### src/rtl/core/rectangle_zone_hit_tester_core_macros.svh
// Assertion macros used by the rectangle zone hit tester core.
`ifndef RECTANGLE_ZONE_HIT_TESTER_CORE_MACROS_SVH
`define RECTANGLE_ZONE_HIT_TESTER_CORE_MACROS_SVH

// Same-cycle implication, disabled during reset.
`define RZHT_ASSERT_NOW(label, clk, rst_n, ante, cons, msg) \
    label: assert property (@(posedge clk) disable iff (!(rst_n)) (ante) |-> (cons)) \
        else $error(msg);

// Next-cycle implication, disabled during reset.
`define RZHT_ASSERT_NEXT(label, clk, rst_n, ante, cons, msg) \
    label: assert property (@(posedge clk) disable iff (!(rst_n)) (ante) |=> (cons)) \
        else $error(msg);

`endif

### src/rtl/core/rzht_pkg.sv
// Types and constants of the rectangle zone hit tester.
`timescale 1ns / 1ps
package rzht_pkg;

    localparam int COORD_W  = 16;
    localparam int KIND_W   = 4;
    localparam int TAG_W    = 16;
    localparam int OFS_W    = 15;
    localparam int FUNC_W   = 2;
    localparam int S_DATA_W = 88;
    localparam int M_DATA_W = 56;

    typedef enum logic [FUNC_W-1:0] {
        FUNC_CLEAR = 2'd0,
        FUNC_ADD   = 2'd1,
        FUNC_TEST  = 2'd2
    } func_e_t;

    typedef enum logic [1:0] {
        ST_IDLE,
        ST_WALK,
        ST_DONE
    } state_t;

    typedef struct packed {
        logic signed [COORD_W-1:0] x;
        logic signed [COORD_W-1:0] y;
        logic signed [COORD_W-1:0] w;
        logic signed [COORD_W-1:0] h;
        logic [KIND_W-1:0]         kind;
        logic [TAG_W-1:0]          tag;
    } zone_t;

    // Request travelling down the chain of cells.
    typedef struct packed {
        logic signed [COORD_W-1:0] px;
        logic signed [COORD_W-1:0] py;
        logic                      found;
        logic [KIND_W-1:0]         kind;
        logic [TAG_W-1:0]          tag;
        logic [OFS_W-1:0]          ofs_x;
        logic [OFS_W-1:0]          ofs_y;
    } tok_t;

    typedef struct packed {
        logic              hit;
        logic [KIND_W-1:0] hit_kind;
        logic [TAG_W-1:0]  hit_tag;
        logic [OFS_W-1:0]  offset_x;
        logic [OFS_W-1:0]  offset_y;
        logic              added;
    } result_t;

endpackage

### src/rtl/core/rzht_cell.sv
// One zone slot of the chain: holds a rectangle and tests the passing request.
`timescale 1ns / 1ps
module rzht_cell (
    input  logic            aclk,
    input  logic            aresetn,
    input  logic            wr_en,
    input  rzht_pkg::zone_t wr_zone,
    input  logic            active,
    input  logic            tok_in_valid,
    input  rzht_pkg::tok_t  tok_in,
    output logic            tok_out_valid,
    output rzht_pkg::tok_t  tok_out
);
    import rzht_pkg::*;

    zone_t zone_reg;
    logic  valid_reg;
    tok_t  tok_reg;
    tok_t  tok_next;

    logic signed [COORD_W:0] px17, py17, zx17, zy17, xe17, ye17, dx17, dy17;
    logic                    match;

    always_comb begin
        px17 = {tok_in.px[COORD_W-1], tok_in.px};
        py17 = {tok_in.py[COORD_W-1], tok_in.py};
        zx17 = {zone_reg.x[COORD_W-1], zone_reg.x};
        zy17 = {zone_reg.y[COORD_W-1], zone_reg.y};
        xe17 = zx17 + {zone_reg.w[COORD_W-1], zone_reg.w};
        ye17 = zy17 + {zone_reg.h[COORD_W-1], zone_reg.h};
        dx17 = px17 - zx17;
        dy17 = py17 - zy17;
        match = active && (px17 >= zx17) && (px17 < xe17)
                && (py17 >= zy17) && (py17 < ye17);
        tok_next = tok_in;
        if (!tok_in.found && match) begin
            tok_next.found = 1'b1;
            tok_next.kind  = zone_reg.kind;
            tok_next.tag   = zone_reg.tag;
            tok_next.ofs_x = dx17[OFS_W-1:0];
            tok_next.ofs_y = dy17[OFS_W-1:0];
        end
    end

    always_ff @(posedge aclk) begin
        if (wr_en) begin
            zone_reg <= wr_zone;
        end
    end

    always_ff @(posedge aclk) begin
        if (!aresetn) begin
            valid_reg <= 1'b0;
        end else begin
            valid_reg <= tok_in_valid;
        end
    end

    always_ff @(posedge aclk) begin
        tok_reg <= tok_next;
    end

    assign tok_out_valid = valid_reg;
    assign tok_out       = tok_reg;

endmodule

### config.mk
export PLATFORM = sky130hd
export DESIGN_NAME = rzht_cell
export DESIGN_NICKNAME = d
export VERILOG_FILES = /design/src/rtl/core/rectangle_zone_hit_tester_core_macros.svh /design/src/rtl/core/rzht_pkg.sv /design/src/rtl/core/rzht_cell.sv
export SDC_FILE = /design/constraint.sdc
export NUM_CORES = 1
export LEC_CHECK = 0
export ABC_AREA = 1
export BUFFER_PORTS_ARGS = -buffer_cell sky130_fd_sc_hd__buf_2
export CORE_MARGIN = 1.5
export CORE_UTILIZATION = 53
export CTS_CLUSTER_SIZE = 10
export DETAILED_ROUTE_END_ITERATION = 16
export PLACE_DENSITY = 0.81
export SYNTH_ARGS = -nofsm -noshare
export SYNTH_HDL_FRONTEND = slang
export SYNTH_SLANG_ARGS = --single-unit
### constraint.sdc
create_clock -name aclk -period 4.9 [get_ports aclk]
set_input_delay 0.49 -clock aclk [delete_from_list [all_inputs] [get_ports aclk]]
set_output_delay 0.49 -clock aclk [all_outputs]
set_load 0.005 [all_outputs]
* After elaboration in Yosys (flattened, before gate mapping)
Index checks and enable logic that the tools add are counted.
** Storage, ports and cells
- Output and inout bits :: 84
- Memory bits (read-only) :: 0
- Memories kept :: 0
- Register bits :: 168
- Latch bits :: 0
- RAM bits :: 0
** Operators by class
- Equal/unequal tests :: 0
- Order comparisons :: 4
- $add $sub $neg :: 4
- Multiply operators :: 0
- Shift-type cells :: 0
- Multiplexer cells :: 1
- Div/mod/pow operators :: 0
- Reductions and logical operators :: 6
- Bitwise gates (word level) :: 0
** Operators by type and width (count)
- $mux 50 :: 1
- $add 16x16->17 :: 2
- $lt 16x17->1 :: 2
- $ge 16x16->1 :: 2
- $sub 15x15->15 :: 2
- $logic_and 1x1->1 :: 5
- $logic_not 1->1 :: 1

* Longest topological paths before layout
- Depth after elaboration :: 7
- Depth in mapped cells :: 25

* Worst setup path before layout
OpenSTA, ideal clock, no wires.
- Kind :: register -> register
- Start :: register zone_reg[52] (netlist bit)
- End :: register tok_reg (netlist bit tok_out[50])
- Clock period less this slack :: 3394 ps
- Arrival time :: 3281 ps
- Data required time :: 4787 ps
- Stages on the path, launching flop included :: 21
- Buffers on the path :: 1
- Library setup time :: 113 ps
- Path slack :: 1506 ps
- Cells stage by stage :: edfxtp_1 ha_1 fa_1 a21oi_1 o21bai_1 a21boi_0 o21ai_0 a21oi_1 xor2_1 ha_1 nand2_1 inv_1 o21ai_0 nand2_1 a21oi_1 nand3_1 nor2_1 nor2_8 nand2_4 buf_6 nand2_1
** On the way
- Word-level cells in the longest chain between the ends :: 4
** Ends and longest elaborated chain
- from (decl) :: RTL line rzht_cell.sv:16 : zone_t zone_reg;
- from (signal assigned) :: RTL line rzht_cell.sv:47 : zone_reg <= wr_zone;
- $add 16x16->17 / $ge 16x16->1 (equally long branches) :: RTL line rzht_cell.sv:30, rzht_cell.sv:34
- $lt 16x17->1 / $logic_and 1x1->1 (equally long branches) :: RTL line rzht_cell.sv:34 : && (py17 >= zy17) && (py17 < ye17);
- $logic_and 1x1->1 * :: RTL line rzht_cell.sv:34
- $logic_and 1x1->1 * :: RTL line rzht_cell.sv:36 : if (!tok_in.found && match) begin
- to (signal assigned) :: RTL line rzht_cell.sv:60 : tok_reg <= tok_next;
- to (decl) :: RTL line rzht_cell.sv:18 : tok_t tok_reg;
Mark *: on every way between the ends. The rest lies on a longest branch, timed or not.
A chain may end at the register's enable or synchronous reset.

==> impl_metrics.csv <==
group,metric,value,unit
worst_setup_path,cp_slowest_stage_delay,0.47,ns
final_layout,fillers,1323,
hold_path,hold_depth,1,
yosys,syn_area,0.008855,mm^2
die,dieArea,0.01749,mm^2
worst_setup_path,arrival,4.56,ns
die,io_pins,256,
clock_tree,tritoncts,"yes",
detailed_routing,final_antenna_net_count,0,
clock_tree,post_cts_resized,0,
yosys,netlist_top_cells_count,"nand2_1 (265), inv_1 (105), ha_1 (96)",
sta,rsz0062_at_grt,"no",
detailed_routing,wl_per_cell,14.60,um
worst_setup_path,cp_max_fo,51,
global_routing,grt.total_usage,0.2473,
placement,place_ws,0.7525,ns
pwr,power,4.107,mW
clock_tree,htreeDepth,4,
detailed_routing,viasPerCell,5.098,
final_layout,largest_reg_flops,84,
clock_tree,clock_latency,0.44,ns
global_routing,overflow,0,
final_layout,nets,1510,
die,rows,47,
clock_tree,clk_pin_slew,0.06,ns
global_routing,grt_antenna_before_repair,1,
sta,relSlewSlack,0.6065,
pwr,p_leak,5.604,nW
yosys,syn_avg_cell_area,9.082,um^2
yosys,synth-edff-count,84,
worst_setup_path,path_class,"flip-flop to flip-flop",
yosys,synth_nets,1247,
yosys,yosys-top-cells-area,"edfxtp_1 (28%), dfxtp_1 (19%), ha_1 (14%), nand2_1 (11%), nand3_1 (5.1%)",
clock_tree,numCtsBuffers,17,
detailed_routing,first_pass_iters,5,
sta,max_freq,239.4,MHz
die,start_util,0.5378,
yosys,yosys.area.top_type_share,0.2849,
clock_tree,cts.sinks,168,
worst_setup_path,cp_cell_sequence,"ha_1, fa_1, a21oi_1, o21bai_1, a21boi_0, o21ai_0, a21oi_1, xor2_1, ha_1, nand2_1, inv_1, o21ai_0, nand2_1, a21oi_1, nand3_1, nor2_1, nor2_8, nand2_4, nand2_1, nand2_1",
global_routing,grt_pass1_vias,7388,
worst_setup_path,r2r_cells,20,
yosys,synth_cell_types,37,
yosys,synthArstFlopShare,0,
pwr,ir_drop,0.2731,mV
detailed_routing,drt_iter0_markers,468,
die,core_area,0.01647,mm^2
yosys,syn_inst,975,
worst_setup_path,crit_top_cell,"nand2_1",
pwr,power.density,374.8,mW/mm^2
worst_setup_path,r2r_end,"tok_out[28]",
clock_tree,cts_buffer_depth,2,
worst_setup_path,slowest_stage,"nand2_4",
sta,worst_slew_pin_slew,0.5903,ns
sta,drv_slew,0,
yosys,yosys.area.top_type,"edfxtp_1",
clock_tree,holdBufCountCts,0,
worst_setup_path,worstPathRequired,5.28,ns
detailed_routing,vias,7504,
sta,fin_ws,0.7231,ns
worst_setup_path,worst_setup_path_start_kind,"flip-flop",
hold_path,worstHoldStart,"tok_in[51]",
final_layout,drive_gt1_frac,0.2406,
global_routing,grt_max_degree,52,
sta,hold_ws,0.1683,ns
run,maxCapViolCount,0,
worst_setup_path,endpoint_kind,"flip-flop",
sta,setup_violations,0,
yosys,yosys_warnings,0,
sta,clock_skew,0.008498,ns
final_layout,synthToLayoutAreaGrowth,23.74,%
placement,io_buffers,255,
yosys,synth_ff_type,"edfxtp_1",
detailed_routing,drcViolationCount,0,
clock_tree,cts_root_buffer,"clkbuf_16",
worst_setup_path,rr_startpoint,"zone_reg[52]",
worst_setup_path,critPathBufInv,1,
run_status,status,"completed",
placement,finalWeightedCongestion,0.8960,
sta,final_hold_viol_count,0,
sta,period_minus_slack,4.177,ns
hold_path,min_delay_worst_endpoint,"tok_out[51]",
clock_tree,post_cts_buffers,0,
global_routing,grt_pass1_wl,33770,um
worst_setup_path,cp_top_family,"simple AND/OR/NAND/NOR gates",
sta,finalCritPeriodShare,0.8524,
hold_path,hp-class,"input pin to flip-flop",
sta,finalSetupTns,0,ns
die,die_w,132.3,um
yosys,ys_seq_area_frac,0.4748,
die,die-height,132.3,um
yosys,yosys_register_bits,168,
detailed_routing,routed_wl,21480,um
final_layout,final_util,0.6654,
placement,place_hpwl,16650,um
yosys,synthMostInstantiatedCell,"nand2_1",
worst_setup_path,rrSetupSlack,0.72,ns
==> placed cells by master (no fill, tap or decap), drive strengths merged, types with 26 or more instances in the layout <==
cell,netlist,layout
nand2,270,270
buf,15,259
inv,110,111
ha,96,96
nand3,90,90
dfxtp,84,84
edfxtp,84,84
a21oi,64,64
nor2,44,44
xor2,26,26
==> per-layer routing <==
metal	vias up	share of wire	wire [um]	track usage
met2	251	0.50	10800	0.4386
met4	0	0.028	605	0.1044
li1	3780	-	-	-
met5	-	0	0	0
met3	49	0.057	1230	0.06613
met1	3424	0.41	8847	0.2815
==> power by group <==
part / internal, mW / switching [mW] / leakage [nW]
combinational: 0.412 / 0.604 / 3.77
sequential: 1.59 / 0.0403 / 1.53
clock: 0.904 / 0.556 / 0.306
==> final cells by class <==
cell class | instances | area (um^2) | area share
Clock buffer | 20 | 436.7 | 0.03985
Sequential cell | 168 | 4204 | 0.3837
Timing Repair Buffer | 259 | 1309 | 0.1194
Multi-Input combinational cell | 682 | 4119 | 0.3759
Inverter | 110 | 412.9 | 0.03768
Antenna cell | 1 | 2.502 | 0.0002284
Tap cell | 220 | 275.3 | 0.02512
Clock inverter | 12 | 197.7 | 0.01804
==> cells by family after synthesis <==
| logic type | Yosys count | share of synthesized area |
|---|---|---|
| AND/OR/NAND/NOR | 425 | 0.2039 |
| flip-flops | 168 | 0.4748 |
| buffers and inverters | 125 | 0.06005 |
| AO/OA/AOI/OAI | 107 | 0.06712 |
| adder cells (fa/ha/maj) | 100 | 0.1447 |
| XOR/XNOR | 50 | 0.04946 |
==> through the flow <==
stage | std cells | instance area (um^2)
final | 1472 | 10960
after global routing | 1472 | 10960
after CTS | 1471 | 10950
after detailed placement | 1439 | 10320
after global placement | 1439 | 10320
after floorplan | 975 | 8855
==> worst max-delay path by stage <==
stage | endpoint | cells past startpoint | start
5_1_grt | tok_out[28] | 20 | zone_reg[52]
4_1_cts | tok_out[42] | 20 | zone_reg[52]
6_report | tok_out[28] | 20 | zone_reg[52]
3_5_place_dp | tok_out[42] | 20 | zone_reg[52]
2_1_floorplan | tok_out[50] | 20 | zone_reg[52]
3_3_place_gp | tok_out[7] | 20 | zone_reg[52]
Power figures use the tool's default switching activity.
